<file path="config.mk">
export PLATFORM = sky130hd
export DESIGN_NAME = url_percent_decoder_top_flat
export DESIGN_NICKNAME = d
export VERILOG_FILES = /design/src/design/upd_pkg.sv /design/src/design/upd_in_if.sv /design/src/design/upd_out_if.sv /design/src/design/upd_decode.sv /design/src/design/upd_queue.sv /design/src/design/url_percent_decoder_top.sv /design/src/flat_wrapper.sv
export VERILOG_INCLUDE_DIRS = /design/src /design/src/design
export SDC_FILE = /design/constraint.sdc
export NUM_CORES = 1
export LEC_CHECK = 0
export BUFFER_PORTS_ARGS = -buffer_cell sky130_fd_sc_hd__buf_4
export CAP_MARGIN = 10
export CORE_ASPECT_RATIO = 1.4
export CORE_MARGIN = 3
export CORE_UTILIZATION = 56
export CTS_CLUSTER_SIZE = 20
export DETAILED_ROUTE_END_ITERATION = 12
export PLACE_DENSITY = 0.77
export SETUP_SLACK_MARGIN = 0.05
export SLEW_MARGIN = 5
export SYNTH_ARGS = -nofsm -noshare
export SYNTH_HDL_FRONTEND = slang
export SYNTH_SLANG_ARGS = --single-unit
</file>
<file path="constraint.sdc">
create_clock -name clk -period 3.55 [get_ports clk]
set_input_delay 0.355 -clock clk [delete_from_list [all_inputs] [get_ports clk]]
set_output_delay 0.355 -clock clk [all_outputs]
set_load 0.1 [all_outputs]
</file>
<file path="src/design/assert_macros.svh">
// ----------------------------------------------------------------------------
// Assertion macros
// Clocked assertion wrappers used by the decoder top level.
// ----------------------------------------------------------------------------
`ifndef ASSERT_MACROS_SVH
`define ASSERT_MACROS_SVH

// same-cycle implication
`define UPD_ASSERT_IMP(label, ante, cons, msg) \
	label: assert property (@(posedge clk) disable iff (!arst_n) (ante) |-> (cons)) else $error(msg);

// next-cycle implication
`define UPD_ASSERT_NXT(label, ante, cons, msg) \
	label: assert property (@(posedge clk) disable iff (!arst_n) (ante) |=> (cons)) else $error(msg);

`endif

</file>
<file path="src/design/upd_pkg.sv">
// ----------------------------------------------------------------------------
// URL percent decoder package
// Types, character codes and match phases shared by the decoder modules.
// ----------------------------------------------------------------------------
package upd_pkg;

	localparam int MAX_RESULTS = 3;
	localparam int QUEUE_DEPTH = 4;

	typedef logic [7:0] char_t;

	localparam char_t CH_PLUS  = 8'h2B;
	localparam char_t CH_PCT   = 8'h25;
	localparam char_t CH_SPACE = 8'h20;

	localparam logic [1:0] PHASE_IDLE = 2'd0;
	localparam logic [1:0] PHASE_PCT  = 2'd1;
	localparam logic [1:0] PHASE_HIGH = 2'd2;

	typedef struct packed {
		char_t ch;
		logic  eos;
	} in_item_t;

	typedef struct packed {
		char_t ch;
		logic  last;
	} res_ent_t;

	typedef struct packed {
		logic [1:0]                       cnt;
		res_ent_t [MAX_RESULTS-1:0]       ent;
	} dec_res_t;

	typedef struct packed {
		logic  emit;
		char_t ch;
		logic  to_pct;
	} fresh_t;

endpackage

</file>
<file path="src/design/upd_in_if.sv">
// ----------------------------------------------------------------------------
// Encoded byte channel
// Valid/ready channel carrying one encoded byte and its end-of-string flag.
// ----------------------------------------------------------------------------
interface upd_in_if;
	logic       valid;
	logic       ready;
	logic [7:0] char_in;
	logic       end_of_string;

	modport source (output valid, output char_in, output end_of_string, input ready);
	modport sink (input valid, input char_in, input end_of_string, output ready);
endinterface

</file>
<file path="src/design/upd_out_if.sv">
// ----------------------------------------------------------------------------
// Decoded byte channel
// Valid/ready channel carrying one decoded byte and its last-byte flag.
// ----------------------------------------------------------------------------
interface upd_out_if;
	logic       valid;
	logic       ready;
	logic [7:0] char_out;
	logic       out_last;

	modport source (output valid, output char_out, output out_last, input ready);
	modport sink (input valid, input char_out, input out_last, output ready);
endinterface

</file>
<file path="src/design/upd_decode.sv">
// ----------------------------------------------------------------------------
// URL percent decoder - decode stage
// Match phase state and the byte decode that yields zero to three results.
// ----------------------------------------------------------------------------
module upd_decode
	import upd_pkg::*;
(
	input  logic     clk,
	input  logic     arst_n,
	input  in_item_t item,
	input  logic     advance,
	output dec_res_t res
);

	logic [1:0] phase_q;
	logic [2:0] held_q;
	logic [1:0] phase_d;
	logic [2:0] held_d;
	logic [1:0] n;
	fresh_t     fr;
	logic       hi_ok;
	logic       is_dig;
	logic       is_af;
	logic [3:0] lo_val;
	logic       lo_ok;

	function automatic fresh_t fresh(input char_t ch, input logic last);
		fresh_t f;
		f.emit   = 1'b1;
		f.ch     = ch;
		f.to_pct = 1'b0;
		if (ch == CH_PLUS) begin
			f.ch = CH_SPACE;
		end else if (ch == CH_PCT && !last) begin
			f.emit   = 1'b0;
			f.to_pct = 1'b1;
		end
		return f;
	endfunction

	always_comb begin
		fr     = fresh(item.ch, item.eos);
		hi_ok  = item.ch inside {[8'h32:8'h37]};
		is_dig = item.ch inside {[8'h30:8'h39]};
		is_af  = item.ch inside {[8'h41:8'h46]};
		lo_val = is_dig ? item.ch[3:0] : item.ch[3:0] + 4'd9;
		lo_ok  = (is_dig || is_af) && !(held_q == 3'd7 && lo_val == 4'hF);

		res     = '0;
		n       = '0;
		phase_d = PHASE_IDLE;
		held_d  = held_q;

		case (phase_q)
			PHASE_PCT: begin
				if (hi_ok) begin
					if (item.eos) begin
						res.ent[n].ch = CH_PCT;
						n = n + 2'd1;
						res.ent[n].ch = item.ch;
						n = n + 2'd1;
					end else begin
						held_d  = item.ch[2:0];
						phase_d = PHASE_HIGH;
					end
				end else begin
					res.ent[n].ch = CH_PCT;
					n = n + 2'd1;
					if (fr.emit) begin
						res.ent[n].ch = fr.ch;
						n = n + 2'd1;
					end
					if (fr.to_pct) phase_d = PHASE_PCT;
				end
			end
			PHASE_HIGH: begin
				if (lo_ok) begin
					res.ent[n].ch = {1'b0, held_q, lo_val};
					n = n + 2'd1;
				end else begin
					res.ent[n].ch = CH_PCT;
					n = n + 2'd1;
					res.ent[n].ch = {5'b00110, held_q};
					n = n + 2'd1;
					if (fr.emit) begin
						res.ent[n].ch = fr.ch;
						n = n + 2'd1;
					end
					if (fr.to_pct) phase_d = PHASE_PCT;
				end
			end
			default: begin
				if (fr.emit) begin
					res.ent[n].ch = fr.ch;
					n = n + 2'd1;
				end
				if (fr.to_pct) phase_d = PHASE_PCT;
			end
		endcase

		if (item.eos) begin
			phase_d = PHASE_IDLE;
			if (n != 2'd0) res.ent[n - 2'd1].last = 1'b1;
		end
		res.cnt = n;
	end

	always_ff @(posedge clk or negedge arst_n) begin
		if (!arst_n) begin
			phase_q <= PHASE_IDLE;
			held_q  <= '0;
		end else if (advance) begin
			phase_q <= phase_d;
			held_q  <= held_d;
		end
	end

endmodule

</file>
<file path="src/design/upd_queue.sv">
// ----------------------------------------------------------------------------
// URL percent decoder - result queue
// Shifting queue that takes up to three results at once and emits one a cycle while out_ch.ready is high.
// ----------------------------------------------------------------------------
module upd_queue
	import upd_pkg::*;
#(
	parameter int QDEPTH = QUEUE_DEPTH
)
(
	input  logic                        clk,
	input  logic                        arst_n,
	input  logic                        push,
	input  dec_res_t                    din,
	output logic [$clog2(QDEPTH+1)-1:0] count,
	upd_out_if.source                   out_ch
);

	localparam int CW = $clog2(QDEPTH + 1);
	localparam int AW = $clog2(QDEPTH);

	res_ent_t [QDEPTH-1:0] ent_q;
	res_ent_t [QDEPTH-1:0] ent_d;
	logic [CW-1:0]         count_q;
	logic [CW-1:0]         count_d;
	logic [CW-1:0]         base;
	logic [CW-1:0]         slot;
	logic                  pop;

	assign pop             = out_ch.valid && out_ch.ready;
	assign out_ch.valid    = count_q != '0;
	assign out_ch.char_out = ent_q[0].ch;
	assign out_ch.out_last = ent_q[0].last;
	assign count           = count_q;

	always_comb begin
		ent_d = ent_q;
		slot  = '0;
		if (pop) begin
			for (int i = 0; i < QDEPTH - 1; i++) ent_d[i] = ent_q[i+1];
		end
		base    = count_q - CW'(pop);
		count_d = base;
		if (push) begin
			for (int i = 0; i < MAX_RESULTS; i++) begin
				slot = base + CW'(i);
				if (i < int'(din.cnt)) ent_d[slot[AW-1:0]] = din.ent[i];
			end
			count_d = base + CW'(din.cnt);
		end
	end

	always_ff @(posedge clk) begin
		ent_q <= ent_d;
	end

	always_ff @(posedge clk or negedge arst_n) begin
		if (!arst_n) count_q <= '0;
		else count_q <= count_d;
	end

endmodule

</file>
<file path="src/design/url_percent_decoder_top.sv">
// ----------------------------------------------------------------------------
// URL percent decoder - top level
// Streaming form decoder: '+' to space, %HH escapes of 20 to 7E (upper-case hex) to bytes.
// ----------------------------------------------------------------------------
// Usage:
//   in_ch takes one encoded byte per request, with end_of_string on the last
//   byte of a string. out_ch gives decoded bytes, out_last on the final one.
//   A byte yields zero to three decoded bytes; a '%' or a high digit that may
//   start an escape is held until the byte that settles it arrives.
//   A result passes the input register, then the result queue register, before
//   it shows on out_ch. Throughput: one byte per cycle while each byte yields
//   at most one result and the receiver is ready.
//   The result queue holds QDEPTH entries and takes a decoded byte group only
//   while at most QDEPTH-3 entries are filled, so a three-result burst from
//   a broken escape stalls the input until the queue drains to QDEPTH-3 entries.
//   Reset clears the match phase and empties the input register and queue.
//   When the receiver stalls the queue fills and in_ch.ready drops; nothing
//   is lost, and in_ch.ready never depends on out_ch.ready in the same cycle.
// ----------------------------------------------------------------------------
`include "assert_macros.svh"

module url_percent_decoder_top
	import upd_pkg::*;
#(
	parameter int QDEPTH = QUEUE_DEPTH
)
(
	input  logic      clk,
	input  logic      arst_n,
	upd_in_if.sink    in_ch,
	upd_out_if.source out_ch
);

	localparam int CW = $clog2(QDEPTH + 1);

	in_item_t      item_s1;
	logic          valid_s1;
	logic          push;
	logic          can_push;
	logic [CW-1:0] count;
	dec_res_t      res;

	assign can_push    = count <= CW'(QDEPTH - MAX_RESULTS);
	assign push        = valid_s1 && can_push;
	assign in_ch.ready = !valid_s1 || push;

	always_ff @(posedge clk) begin
		if (in_ch.valid && in_ch.ready) begin
			item_s1.ch  <= in_ch.char_in;
			item_s1.eos <= in_ch.end_of_string;
		end
	end

	always_ff @(posedge clk or negedge arst_n) begin
		if (!arst_n) valid_s1 <= 1'b0;
		else if (in_ch.valid && in_ch.ready) valid_s1 <= 1'b1;
		else if (push) valid_s1 <= 1'b0;
	end

	upd_decode u_decode (
		.clk     (clk),
		.arst_n  (arst_n),
		.item    (item_s1),
		.advance (push),
		.res     (res)
	);

	upd_queue #(
		.QDEPTH (QDEPTH)
	) u_queue (
		.clk    (clk),
		.arst_n (arst_n),
		.push   (push),
		.din    (res),
		.count  (count),
		.out_ch (out_ch)
	);

	`UPD_ASSERT_IMP(a_queue_bound, 1'b1, count <= CW'(QDEPTH), "result queue overflow")
	`UPD_ASSERT_IMP(a_eos_marked, push && item_s1.eos, res.cnt != 2'd0, "string end not marked")
	`UPD_ASSERT_NXT(a_hold_s1, valid_s1 && !push, valid_s1, "held request dropped")

endmodule
</file>
<file path="src/flat_wrapper.sv">
// flat-port wrapper written by rule: the top's interface ports become plain ports
module url_percent_decoder_top_flat import upd_pkg::*;
#(
	parameter int QDEPTH = QUEUE_DEPTH
)
  (clk, arst_n, in_ch_valid, in_ch_char_in, in_ch_end_of_string, in_ch_ready, out_ch_valid, out_ch_char_out, out_ch_out_last, out_ch_ready);
  upd_in_if in_ch_i ();
  upd_out_if out_ch_i ();
  input  logic clk;
  input  logic arst_n;
  input wire logic [$bits(in_ch_i.valid)-1:0] in_ch_valid;
  input wire logic [$bits(in_ch_i.char_in)-1:0] in_ch_char_in;
  input wire logic [$bits(in_ch_i.end_of_string)-1:0] in_ch_end_of_string;
  output wire logic [$bits(in_ch_i.ready)-1:0] in_ch_ready;
  output wire logic [$bits(out_ch_i.valid)-1:0] out_ch_valid;
  output wire logic [$bits(out_ch_i.char_out)-1:0] out_ch_char_out;
  output wire logic [$bits(out_ch_i.out_last)-1:0] out_ch_out_last;
  input wire logic [$bits(out_ch_i.ready)-1:0] out_ch_ready;
  assign in_ch_i.valid = in_ch_valid;
  assign in_ch_i.char_in = in_ch_char_in;
  assign in_ch_i.end_of_string = in_ch_end_of_string;
  assign in_ch_ready = in_ch_i.ready;
  assign out_ch_valid = out_ch_i.valid;
  assign out_ch_char_out = out_ch_i.char_out;
  assign out_ch_out_last = out_ch_i.out_last;
  assign out_ch_i.ready = out_ch_ready;
  url_percent_decoder_top #(.QDEPTH(QDEPTH)) u_core (.clk(clk), .arst_n(arst_n), .in_ch(in_ch_i), .out_ch(out_ch_i));
endmodule
</file>
==> results of run 1 <==
## power by group
part           leakage, nW  switching [mW]  internal, mW  total (mW)
logic                 1.29            1.78         0.910        2.69
clock network       0.0539           0.224         0.183       0.407
registers            0.509           0.177         0.944        1.12
total                 1.85            2.18          2.04        4.22
## state kept, by name (all words and copies together), names as in the netlist
signal	cells
u_core.item_s1	9
u_core.u_decode.held_q	3
u_core.u_decode.phase_q	2
u_core.u_queue.count	3
u_core.u_queue.ent_q	27
u_core.u_queue.out_ch.char_out	8
u_core.u_queue.out_ch.out_last	1
u_core.valid_s1	1
## final timing paths
path / endpoint / start
max: u_core.u_queue.ent_q[17]$_DFF_P_ / u_core.item_s1[1]$_DFFE_PP_
min in group asynchronous: u_core.u_decode.phase_q[1]$_DFFE_PN0P_ / arst_n
max reg2reg: u_core.u_queue.ent_q[17]$_DFF_P_ / u_core.item_s1[1]$_DFFE_PP_
max in group asynchronous: u_core.u_decode.phase_q[0]$_DFFE_PN0P_ / arst_n
min reg2reg: u_core.u_queue.out_ch.char_out[3]$_DFF_P_ / u_core.u_queue.out_ch.char_out[3]$_DFF_P_
min: u_core.item_s1[8]$_DFFE_PP_ / in_ch_char_in[7]
## logic make-up (layout without fill, tap and decap cells)
logic type,Yosys count,in the layout
buffers and inverters,56,69
XOR/XNOR,3,3
flip-flops,54,54
AO/OA/AOI/OAI,180,180
adder cells (fa/ha/maj),10,10
AND/OR/NAND/NOR,181,181
multiplexers,28,28
## final cells by class
cell class | count | area share
multi-input cells | 402 | 0.582
inverters | 17 | 0.0144
clock inverters | 1 | 0.00136
clock buffers | 7 | 0.0212
repair buffers | 44 | 0.0722
flip-flops and latches | 54 | 0.283
well taps | 95 | 0.0258
## worst register-to-register path: cells and delay by family, from the launching register on
kind	cells	cell delay, ns
buffers and inverters	2	0.52
flip-flops	1	0.51
multiplexers	1	0.23
AND/OR/NAND/NOR	1	0.44
AO/OA/AOI/OAI	5	1.18
adder cells (fa/ha/maj)	1	0.28
## layer usage
metal	up-vias	track usage	part of all wire
li1	1961	-	-
met1	2035	0.386	0.37
met2	267	0.574	0.48
met3	83	0.0645	0.085
met4	0	0.193	0.057
met5	-	0	0
## cells in the mapped netlist (all sizes together) (6+ instances only)
cell type	number	area, µm²
or3	6	42.5
a22o	6	52.6
nor2	38	143
mux2i	23	243
dfxtp	27	541
a31oi	12	90.1
ha	9	113
o211ai	18	135
o21ai	31	159
nand2	76	300
o211a	6	60.1
nor3	9	45.0
buf	26	163
o31ai	12	95.1
o22ai	11	68.8
dfrtp	9	225
inv	16	60.1
and3	6	42.5
nand2b	6	37.5
edfxtp	18	541
nand3	17	100
clkbuf	13	48.8
o2111ai	7	61.3
a21o	6	52.6
a21oi	28	148
## repair_timing
item,4_1_cts,5_1_grt
setup endpoints to repair,0,30
hold buffers,1,0
resized for setup,0,5
endpoints found under the hold margin,9,0
==> impl_table.tex, run 1 <==
\begin{tabular}{lr}
\hline
Metric & Value \\
\hline
\multicolumn{2}{l}{\textbf{Drt}} \\
\quad Total Routed Length & roughly 14000 µm \\
\quad Routed len/inst & 22.5 µm \\
\quad Post-DRT Antenna Nets & 0 \\
\quad DRC viols & 0 \\
\quad Detailed-routing iteration count for the pre-antenna-repair pass & 7 \\
\quad Vias after detailed routing & about 4300 \\
\quad DRC violation total after the first TritonRoute iteration & $\sim$570 \\
\quad Routed via count divided by cell count & between 7 and 8 \\
\multicolumn{2}{l}{\textbf{Placed design}} \\
\quad Post-Place Setup Slack & 0.108 ns \\
\quad Placed Cells incl. Taps & 611 \\
\quad Global placement routability congestion & 1.05 \\
\quad Placed standard-cell area & $\sim$0.0045 mm² \\
\quad Count of buffers from port buffering & 23 \\
\quad DP HPWL & 10300 µm \\
\multicolumn{2}{l}{\textbf{STA}} \\
\quad Post-route clock skew & between 0.01 and 0.015 ns \\
\quad Post-layout min period & 3.24 ns \\
\quad Final hold violation count & 0 \\
\quad Tightest hold margin & about 0.20 ns \\
\quad Worst-margin pin slew & a little under 0.7 ns \\
\quad Final worst-path setup slack & 0.312 ns \\
\quad Peak Freq & 309 MHz \\
\quad Max Slew Vio Count & 0 \\
\quad Worst relative slew slack & 0.540 \\
\quad Share of the clock period used by the worst path & 0.912 \\
\quad Setup TNS & 0 ns \\
\quad Setup repair after global routing missed its margin & no \\
\quad Number of failing setup endpoints in the final timing report & 0 \\
\multicolumn{2}{l}{\textbf{Synthesis}} \\
\quad Share of synthesized registers carrying an async set or reset & 0.167 \\
\quad Synthesized area divided by synthesized cell count & 8.27 µm² \\
\quad Mapped Nets & around 540 \\
\quad Netlist area before placement & between 0.004 and 0.005 mm² \\
\quad Synthesized netlist cell count & $\sim$510 \\
\quad Synthesized-area fraction occupied by and/or/nand/nor cells & 0.211 \\
\quad Share of the synthesized netlist area taken by xor and xnor gates & 0.00621 \\
\quad Compound-gate portion of the synthesized area & 0.307 \\
\quad Sequential cell area fraction in the yosys report & 0.309 \\
\quad FF+latch count, synth & 54 \\
\quad Most used DFF post-synth & dfxtp\_1 \\
\quad Combinational family with the most area after synthesis & compound AO/OA/AOI/OAI gates \\
\quad Number of warnings issued by yosys & 0 \\
\quad Number of distinct library cells after synthesis & 80 \\
\quad Mux share of post-synthesis cell area & 0.0706 \\
\quad Post-synthesis share of cell area spent on full adders, half adders and majority gates & 0.0313 \\
\quad Count of flip-flops with a built-in enable after synthesis & 18 \\
\multicolumn{2}{l}{\textbf{Setup path}} \\
\quad Family with the most delay on the worst path & compound AO/OA/AOI/OAI gates \\
\quad Number of stages on the worst setup path & 10 \\
\quad List of cells traversed by the critical path & inv\_1 > ha\_1 > o21bai\_1 > a21o\_4 > mux2i\_4 > o21a\_4 > inv\_4 > and3\_1 > a2bb2oi\_1 > o32ai\_1 \\
\quad Element type at the critical path start & flop \\
\quad CP Data Arrival Time & 3.47 ns \\
\quad Cell with the largest stage delay on the worst path & edfxtp\_1 \\
\quad Maximum fanout along the worst path & 27 \\
\quad Reg2Reg Depth & 10 \\
\quad CP peak stage delay & 0.51 ns \\
\quad Category of the most critical setup path & reg -> reg \\
\quad Worst path buffer plus inverter count & 2 \\
\quad Reg2reg setup slack & 0.31 ns \\
\quad Critical path data required time & 3.79 ns \\
\quad Worst setup EP type & flop \\
\multicolumn{2}{l}{\textbf{Run status}} \\
\quad Run status & finished, final reports clean \\
\multicolumn{2}{l}{\textbf{Clocking}} \\
\quad CTS Root Cell & clkbuf\_8 \\
\quad H-Tree Depth & 2 \\
\quad Worst-Skew Late Latency & around 0.34 ns \\
\quad TritonCTS clock tree & yes \\
\quad Clock-pin slew reported for the worst setup and hold paths after clock tree synthesis & around 0.11 ns \\
\quad Total clock buffers created by CTS & 5 \\
\quad CTS Sinks & 54 \\
\quad Number of buffers inserted by post-CTS setup repair & 0 \\
\quad Maximum buffer depth of the clock tree & 2 \\
\multicolumn{2}{l}{\textbf{Cells and area}} \\
\quad Final Core Density & 0.644 \\
\quad Fillers & between 600 and 700 \\
\quad Layout Cell Area excl Fill & between 0.004 and 0.005 mm² \\
\quad Most common cell after layout, fill and taps aside & nand2\_1 \\
\quad Area growth syn-to-layout & 8.96\% \\
\quad Multi-input combinational cell area & approximately 0.0027 mm² \\
\quad Final Non-Filler Cells & 620 \\
\quad Number of diodes added for antenna fixing & 0 \\
\quad Storage cell area & 0.00131 mm² \\
\quad Share of post-route cells with drive strength above 1 & 0.152 \\
\quad Top library cells by usage in the layout, fill and taps aside & nand2\_1 (71), buf\_4 (43), nor2\_1 (37) \\
\quad Fin nets & approximately 550 \\
\multicolumn{2}{l}{\textbf{Floorplanning}} \\
\quad Y dimension of the die & 109 µm \\
\quad Core box area & 0.00716 mm² \\
\quad Chip Width & around 79 µm \\
\quad Die Area & slightly below 0.009 mm² \\
\quad Boundary Pins & 24 \\
\quad Number of standard-cell rows in the floorplan & 36 \\
\quad Starting utilization of the core area & 0.591 \\
\multicolumn{2}{l}{\textbf{Global routing}} \\
\quad Via count of the first global-routing pass & $\sim$4300 \\
\quad Sum of overflow across all layers after global routing & 0 \\
\quad GRT Util Overall & 0.335 \\
\quad Maximum number of pins on one net before global-route repair & 43 \\
\quad Number of antenna violations at the first check in global routing & 0 \\
\quad Wire length of the first global-routing pass & around 22000 µm \\
\multicolumn{2}{l}{\textbf{Power and ir drop}} \\
\quad VDD IR max & between 0.0007 and 0.0008 V \\
\quad Design Power & 4.22 mW \\
\quad Leakage Power & about 1.9 nW \\
\quad Power density relative to cell area & a little over 900 mW/mm² \\
\multicolumn{2}{l}{\textbf{Min path}} \\
\quad Worst min path class & in -> reg \\
\quad Hold Path Depth & 1 \\
\multicolumn{2}{l}{\textbf{Flow run}} \\
\quad Max-cap violations & 0 \\
\hline
\end{tabular}
No activity file was read; power rests on OpenSTA's default activity.
==> run 2, diff against run 1 <==
Settings changed: PLACE_DENSITY 0.77 to 0.84.
==> run 2 against run 1 <==
Compared with the run above: global-route usage grew 0.098 points; first-iteration DRC count shrank 7.0%; clock skew grew 0.00099 ns; sequential power is essentially flat; setup slack lost 0.15 ns; combinational power is essentially flat; largest power group unchanged.
==> impl_table.tex, run 2 (same netlist as run 1, synthesis figures left out) <==
\begin{tabular}{lr}
\hline
Metric & Value \\
\hline
\multicolumn{2}{l}{\textbf{STA}} \\
\quad Number of failing setup endpoints in the final timing report & 0 \\
\quad Final hold violation count & 0 \\
\quad Share of the clock period used by the worst path & 0.953 \\
\quad Worst-margin pin slew & a little over 0.7 ns \\
\quad Worst relative slew slack & 0.513 \\
\quad Setup TNS & 0 ns \\
\quad Post-layout min period & between 3 and 4 ns \\
\quad Final worst-path setup slack & around 0.17 ns \\
\quad Post-route clock skew & $\sim$0.015 ns \\
\quad Setup repair after global routing missed its margin & no \\
\quad Peak Freq & around 300 MHz \\
\quad Tightest hold margin & 0.206 ns \\
\quad Max Slew Vio Count & 0 \\
\multicolumn{2}{l}{\textbf{Global routing}} \\
\quad Maximum number of pins on one net before global-route repair & 42 \\
\quad Wire length of the first global-routing pass & roughly 22000 µm \\
\quad GRT Util Overall & 0.336 \\
\quad Via count of the first global-routing pass & 4262 \\
\quad Number of antenna violations at the first check in global routing & 0 \\
\quad Sum of overflow across all layers after global routing & 0 \\
\multicolumn{2}{l}{\textbf{Placed design}} \\
\quad Placed standard-cell area & 0.00450 mm² \\
\quad Global placement routability congestion & a little over 1 \\
\quad Count of buffers from port buffering & 23 \\
\quad DP HPWL & between 10000 and 15000 µm \\
\quad Post-Place Setup Slack & approximately 0.08 ns \\
\multicolumn{2}{l}{\textbf{Run status}} \\
\quad Run status & finished, final reports clean \\
\multicolumn{2}{l}{\textbf{Clocking}} \\
\quad CTS Root Cell & clkbuf\_8 \\
\quad Clock-pin slew reported for the worst setup and hold paths after clock tree synthesis & roughly 0.11 ns \\
\quad Total clock buffers created by CTS & 5 \\
\quad TritonCTS clock tree & yes \\
\quad Worst-Skew Late Latency & approximately 0.32 ns \\
\quad Maximum buffer depth of the clock tree & 2 \\
\quad H-Tree Depth & 2 \\
\quad Number of buffers inserted by post-CTS setup repair & 0 \\
\quad CTS Sinks & 54 \\
\multicolumn{2}{l}{\textbf{Setup path}} \\
\quad Element type at the critical path start & flop \\
\quad Worst R2R Start & u\_core.item\_s1[2]\$\_DFFE\_PP\_ \\
\quad Endpoint of the most critical register-to-register path & u\_core.u\_queue.out\_ch.char\_out[3]\$\_DFF\_P\_ \\
\quad Most frequent cell on the critical path & a21oi\_1 \\
\quad Worst setup EP type & flop \\
\quad Cell with the largest stage delay on the worst path & edfxtp\_1 \\
\quad Critical path data required time & approximately 3.7 ns \\
\quad Category of the most critical setup path & reg -> reg \\
\quad CP Data Arrival Time & 3.57 ns \\
\quad CP peak stage delay & 0.55 ns \\
\quad Reg2Reg Depth & 10 \\
\quad Reg2reg setup slack & $\sim$0.17 ns \\
\quad Maximum fanout along the worst path & 27 \\
\quad List of cells traversed by the critical path & inv\_1 > ha\_1 > nor4bb\_2 > a21oi\_1 > a32oi\_1 > o21a\_2 > inv\_4 > a31oi\_1 > o211a\_1 > a21oi\_1 \\
\multicolumn{2}{l}{\textbf{Min path}} \\
\quad Hold Path Depth & 1 \\
\quad Hold wc startpoint & in\_ch\_end\_of\_string \\
\quad Worst min path class & in -> reg \\
\quad Hold worst-path end & u\_core.item\_s1[0]\$\_DFFE\_PP\_ \\
\multicolumn{2}{l}{\textbf{Cells and area}} \\
\quad Fillers & between 600 and 700 \\
\quad Share of post-route cells with drive strength above 1 & 0.157 \\
\quad Number of flip-flops under the largest register name & 27 \\
\quad Top reg by flops & u\_core.u\_queue.ent\_q \\
\quad Layout Cell Area excl Fill & 0.00461 mm² \\
\quad Area growth syn-to-layout & 8.90\% \\
\quad Number of diodes added for antenna fixing & 0 \\
\quad Most common cell after layout, fill and taps aside & nand2\_1 \\
\quad Fin nets & 550 \\
\quad Top library cells by usage in the layout, fill and taps aside & nand2\_1 (71), buf\_4 (46), nor2\_1 (36) \\
\multicolumn{2}{l}{\textbf{Power and ir drop}} \\
\quad Share of power burned in the clock network & 0.085 \\
\quad Switching share of power & 0.522 \\
\quad Design Power & about 4.2 mW \\
\quad VDD IR max & between 0.0008 and 0.0009 V \\
\quad Power density relative to cell area & about 900 mW/mm² \\
\quad P\_sw & 2.18 mW \\
\quad Fraction of power consumed by sequential logic & 0.268 \\
\quad Internal power consumption & $\sim$2 mW \\
\quad Leakage Power & around 1.9 nW \\
\quad Share of total power in combinational logic & 0.647 \\
\multicolumn{2}{l}{\textbf{Drt}} \\
\quad Detailed-routing iteration count for the pre-antenna-repair pass & 6 \\
\quad Post-DRT Antenna Nets & 0 \\
\quad Total Routed Length & 14100 µm \\
\quad Routed len/inst & 22.6 µm \\
\quad DRC violation total after the first TritonRoute iteration & 529 \\
\quad Vias after detailed routing & approximately 4300 \\
\quad DRC viols & 0 \\
\quad Routed via count divided by cell count & about 7.0 \\
\multicolumn{2}{l}{\textbf{Floorplanning}} \\
\quad Y dimension of the die & around 110 µm \\
\quad Die Area & 0.00865 mm² \\
\quad Starting utilization of the core area & 0.591 \\
\quad Core box area & 0.00716 mm² \\
\quad Number of standard-cell rows in the floorplan & 36 \\
\quad Chip Width & $\sim$80 µm \\
\quad Boundary Pins & 24 \\
\multicolumn{2}{l}{\textbf{Flow run}} \\
\quad Max-cap violations & 0 \\
\hline
\end{tabular}
[run 2: changes by cell type in the layout (fill, tap and decap cells not counted)]
| cell | change |
|---|---|
| clkbuf_16 | -1 |
| clkbuf_1 | +1 |
| o21a_4 | -1 |
| nor2_1 | -1 |
| nor2_2 | +1 |
| buf_4 | +3 |
| o21ai_1 | +1 |
| o21a_2 | +1 |
| o21ai_0 | -1 |
[run 2: worst max path at each step]
stage / start / endpoint / slack, ns / cells past startpoint
after global routing: u_core.item_s1[2]$_DFFE_PP_ / u_core.u_queue.ent_q[32]$_DFFE_PP_ / 0.03 / 10
after CTS: u_core.item_s1[2]$_DFFE_PP_ / u_core.u_queue.ent_q[11]$_DFF_P_ / 0.07 / 10
after detailed placement: u_core.item_s1[2]$_DFFE_PP_ / u_core.u_queue.out_ch.char_out[3]$_DFF_P_ / 0.08 / 10
final: u_core.item_s1[2]$_DFFE_PP_ / u_core.u_queue.out_ch.char_out[3]$_DFF_P_ / 0.17 / 10
after floorplan: u_core.u_queue.count[2]$_DFF_PN0_ / u_core.u_queue.ent_q[34]$_DFFE_PP_ / 0.02 / 13
after global placement: u_core.item_s1[2]$_DFFE_PP_ / u_core.u_queue.ent_q[33]$_DFFE_PP_ / 0.05 / 10
[run 2: worst max-delay path, delay by kind of cell, from the launching register on]
| kind | cells | cell delay, ns |
|---|---|---|
| fa+ha+maj | 1 | 0.33 |
| flops | 1 | 0.55 |
| simple gates | 1 | 0.48 |
| buf+inv | 2 | 0.39 |
| compound gates | 6 | 1.48 |
[run 2: repair_timing]
item / 4_1_cts / 5_1_grt
hold buffers: 1 / 0
resized for setup: 0 / 6
hold endpoints to repair: 9 / 0
setup endpoints to repair: 0 / 26
[run 2: cell type report]
| class | instances | area, µm² | area share |
|---|---|---|---|
| Inverter | 17 | 66.3 | 0.0144 |
| Multi-Input combinational cell | 402 | 2680 | 0.581 |
| Tap cell | 95 | 119 | 0.0258 |
| Clock inverter | 1 | 6.26 | 0.00136 |
| Clock buffer | 7 | 76.3 | 0.0166 |
| Timing Repair Buffer | 47 | 355 | 0.0771 |
| Sequential cell | 54 | 1310 | 0.283 |
[run 2: stage by stage]
step	utilization	cells
2_1_floorplan	-	512
3_3_place_gp	0.628	614
3_5_place_dp	0.628	614
4_1_cts	0.641	623
5_1_grt	0.644	623
6_report	0.644	623
[run 2: power groups by stage]
| stage | combinational (mW) | clock, mW | sequential (mW) |
|---|---|---|---|
| after floorplan | 2.07 | 0 | 1.09 |
| after global placement | 2.59 | 0 | 1.11 |
| after detailed placement | 2.63 | 0 | 1.13 |
| after CTS | 2.64 | 0.363 | 1.11 |
| after global routing | 2.89 | 0.383 | 1.15 |
| final | 2.70 | 0.354 | 1.12 |
[run 2: metal layers]
layer,up-vias,part of all wire,track usage
met1,2044,0.37,0.398
li1,1971,-,-
met3,71,0.080,0.0579
met2,248,0.49,0.569
met5,-,0,0
met4,0,0.058,0.190
==> run 3, diff against run 2 <==
Settings changed: GPL_TIMING_DRIVEN set to 0, SLEW_MARGIN 5 to unset.
==> run 3 against run 2 <==
Compared with the run above: clock skew grew 0.0056 ns; count of clock-buffer cells in the layout stayed put; sequential power is essentially flat; total power rose by 7.2%; critical path depth grew 3; cell area up 3.7%; non-clock buffer count up 20; clock power rose by 2%; combinational power grew 12%; setup slack lost 0.066 ns; utilization rose by 2.4 points; critical path type unchanged; highest routed layer unchanged.
==> impl_table.tex, run 3 (same netlist as run 1, synthesis figures left out) <==
\begin{tabular}{lr}
\hline
Metric & Value \\
\hline
\multicolumn{2}{l}{\textbf{Run status}} \\
\quad Run status & finished, final reports clean \\
\multicolumn{2}{l}{\textbf{Floorplanning}} \\
\quad Starting utilization of the core area & 0.591 \\
\quad Die Area & approximately 0.0087 mm² \\
\quad Chip Width & just under 80 µm \\
\quad Number of standard-cell rows in the floorplan & 36 \\
\quad Y dimension of the die & 109 µm \\
\quad Boundary Pins & 24 \\
\quad Core box area & around 0.0072 mm² \\
\multicolumn{2}{l}{\textbf{Clocking}} \\
\quad Total clock buffers created by CTS & 5 \\
\quad CTS Sinks & 54 \\
\quad H-Tree Depth & 2 \\
\quad Worst-Skew Late Latency & 0.32 ns \\
\quad CTS Root Cell & clkbuf\_8 \\
\quad Maximum buffer depth of the clock tree & 2 \\
\quad Clock-pin slew reported for the worst setup and hold paths after clock tree synthesis & around 0.1 ns \\
\quad TritonCTS clock tree & yes \\
\multicolumn{2}{l}{\textbf{Setup path}} \\
\quad Worst setup EP type & flop \\
\quad Element type at the critical path start & flop \\
\quad Category of the most critical setup path & reg -> reg \\
\quad CP Data Arrival Time & 3.64 ns \\
\quad Critical path data required time & 3.74 ns \\
\quad Reg2Reg Depth & 13 \\
\quad Maximum fanout along the worst path & 10 \\
\multicolumn{2}{l}{\textbf{Drt}} \\
\quad Detailed-routing iteration count for the pre-antenna-repair pass & 5 \\
\quad Vias after detailed routing & 4518 \\
\quad Total Routed Length & 15300 µm \\
\quad Routed via count divided by cell count & 7.03 \\
\quad DRC viols & 0 \\
\quad Routed len/inst & about 24 µm \\
\quad DRC violation total after the first TritonRoute iteration & between 500 and 600 \\
\quad Post-DRT Antenna Nets & 0 \\
\multicolumn{2}{l}{\textbf{Flow run}} \\
\quad Max-cap violations & 0 \\
\multicolumn{2}{l}{\textbf{STA}} \\
\quad Setup repair after global routing missed its margin & no \\
\quad Max Slew Vio Count & 0 \\
\quad Post-route clock skew & just over 0.02 ns \\
\quad Tightest hold margin & between 0.2 and 0.25 ns \\
\quad Worst relative slew slack & 0.304 \\
\quad Worst-margin pin slew & between 1 and 1.5 ns \\
\quad Share of the clock period used by the worst path & 0.972 \\
\quad Number of failing setup endpoints in the final timing report & 0 \\
\quad Final hold violation count & 0 \\
\quad Peak Freq & 290 MHz \\
\quad Post-layout min period & around 3.5 ns \\
\multicolumn{2}{l}{\textbf{Power and ir drop}} \\
\quad Switching share of power & 0.524 \\
\quad Leakage Power & $\sim$1.9 nW \\
\quad Power density relative to cell area & approximately 940 mW/mm² \\
\quad Internal power consumption & 2.13 mW \\
\quad Share of total power in combinational logic & 0.675 \\
\quad Share of power burned in the clock network & 0.081 \\
\quad Fraction of power consumed by sequential logic & 0.244 \\
\quad P\_sw & about 2.3 mW \\
\quad VDD IR max & between 0.0009 and 0.001 V \\
\multicolumn{2}{l}{\textbf{Cells and area}} \\
\quad Number of flip-flops under the largest register name & 27 \\
\quad Layout Cell Area excl Fill & 0.00478 mm² \\
\quad Fin nets & between 500 and 600 \\
\quad Top library cells by usage in the layout, fill and taps aside & nand2\_1 (68), buf\_4 (38), nor2\_1 (33) \\
\quad Final Non-Filler Cells & 643 \\
\quad Top reg by flops & u\_core.u\_queue.ent\_q \\
\quad Final Core Density & 0.667 \\
\quad Fillers & approximately 620 \\
\quad Share of post-route cells with drive strength above 1 & 0.188 \\
\quad Most common cell after layout, fill and taps aside & nand2\_1 \\
\quad Number of diodes added for antenna fixing & 0 \\
\quad Area growth syn-to-layout & 12.9\% \\
\multicolumn{2}{l}{\textbf{Global routing}} \\
\quad Via count of the first global-routing pass & about 4500 \\
\quad GRT Util Overall & 0.365 \\
\quad Wire length of the first global-routing pass & 24100 µm \\
\quad Maximum number of pins on one net before global-route repair & 19 \\
\quad Sum of overflow across all layers after global routing & 0 \\
\quad Number of antenna violations at the first check in global routing & 0 \\
\multicolumn{2}{l}{\textbf{Placed design}} \\
\quad Global placement routability congestion & 1.03 \\
\quad Placed Cells incl. Taps & 630 \\
\quad Count of buffers from port buffering & 23 \\
\quad Placed standard-cell area & roughly 0.0045 mm² \\
\quad DP HPWL & around 11000 µm \\
\multicolumn{2}{l}{\textbf{Min path}} \\
\quad Worst min path class & in -> reg \\
\quad Hold Path Depth & 1 \\
\hline
\end{tabular}
==> run 3: cell types whose count changed in the layout (fill, tap and decap cells not counted), sizes merged <==
cell / before / now
clkbuf: 7 / 20
buf: 46 / 53
inv: 17 / 15
clkinv: 1 / 2
clkinvlp: 0 / 1
==> run 3: cell type report <==
class	instances	area (µm²)	share of cell area
tap	95	119	0.0249
inverter	17	67.6	0.0141
sequential	54	1310	0.273
clock inverter	1	5.00	0.00105
buffer	39	236	0.0495
timing repair buffer	28	213	0.0445
multi-input combinational	402	2750	0.575
clock buffer	7	86.3	0.0181
==> run 3: power by group through the flow <==
stage               sequential [mW]  clock [mW]  combinational, mW
global placement               1.09           0               2.70
CTS                            1.09       0.364               2.89
floorplan                      1.09           0               2.07
global route                   1.12       0.384               3.19
finish                         1.09       0.360               3.02
detailed placement             1.10           0               2.75
==> run 3: worst max-delay path, stage by stage, from the launching register on <==
cell and delay, ns:
dfrtp_1 0.42, or3_1 0.38, clkbuf_4 0.18, nand2_8 0.14
buf_8 0.18, clkinvlp_4 0.16, ha_1 0.45, inv_1 0.23
nand2_2 0.16, a211oi_4 0.28, buf_4 0.21, nand3_1 0.10
a311oi_2 0.31, o22ai_1 0.12
==> run 3: worst paths after layout <==
check                                             startpoint                                    end  slack (ns)
setup reg to reg           u_core.u_queue.count[2]$_DFF_PN0_       u_core.u_queue.ent_q[16]$_DFF_P_         0.1
setup / recovery           u_core.u_queue.count[2]$_DFF_PN0_       u_core.u_queue.ent_q[16]$_DFF_P_         0.1
hold reg to reg             u_core.u_queue.ent_q[18]$_DFF_P_       u_core.u_queue.ent_q[18]$_DFF_P_        0.56
max in group asynchronous                             arst_n      u_core.u_queue.count[2]$_DFF_PN0_        3.02
hold / removal                              in_ch_char_in[3]            u_core.item_s1[4]$_DFFE_PP_        0.21
min in group asynchronous                             arst_n  u_core.u_decode.held_q[2]$_DFFE_PN0P_        0.39
==> run 3: what timing repair did <==
| action | in CTS | in global routing |
|---|---|---|
| hold endpoints to repair | 9 | 0 |
| cloned | 0 | 0 |
| endpoints found under the setup margin | 38 | 33 |
| resized for setup | 19 | 9 |
| setup buffers | 4 | 0 |
| pin swaps | 2 | 0 |
| hold buffers | 1 | 0 |
==> run 3: per-stage QoR <==
stage	setup WS (ns)	setup TNS (ns)	total power [mW]
6_report	0.0997	0	4.47
2_1_floorplan	0.0156	0	3.16
3_5_place_dp	-0.781	-18.30	3.85
4_1_cts	0.0842	0	4.35
5_1_grt	0.0419	0	4.70
3_3_place_gp	-0.749	-16.86	3.79
==> run 3: layer usage <==
metal / track usage / up-vias / share of wire
met5: 0 / - / 0
met4: 0.229 / 0 / 0.070
met3: 0.0926 / 96 / 0.091
met2: 0.602 / 304 / 0.47
met1: 0.419 / 2101 / 0.37
li1: - / 2017 / -
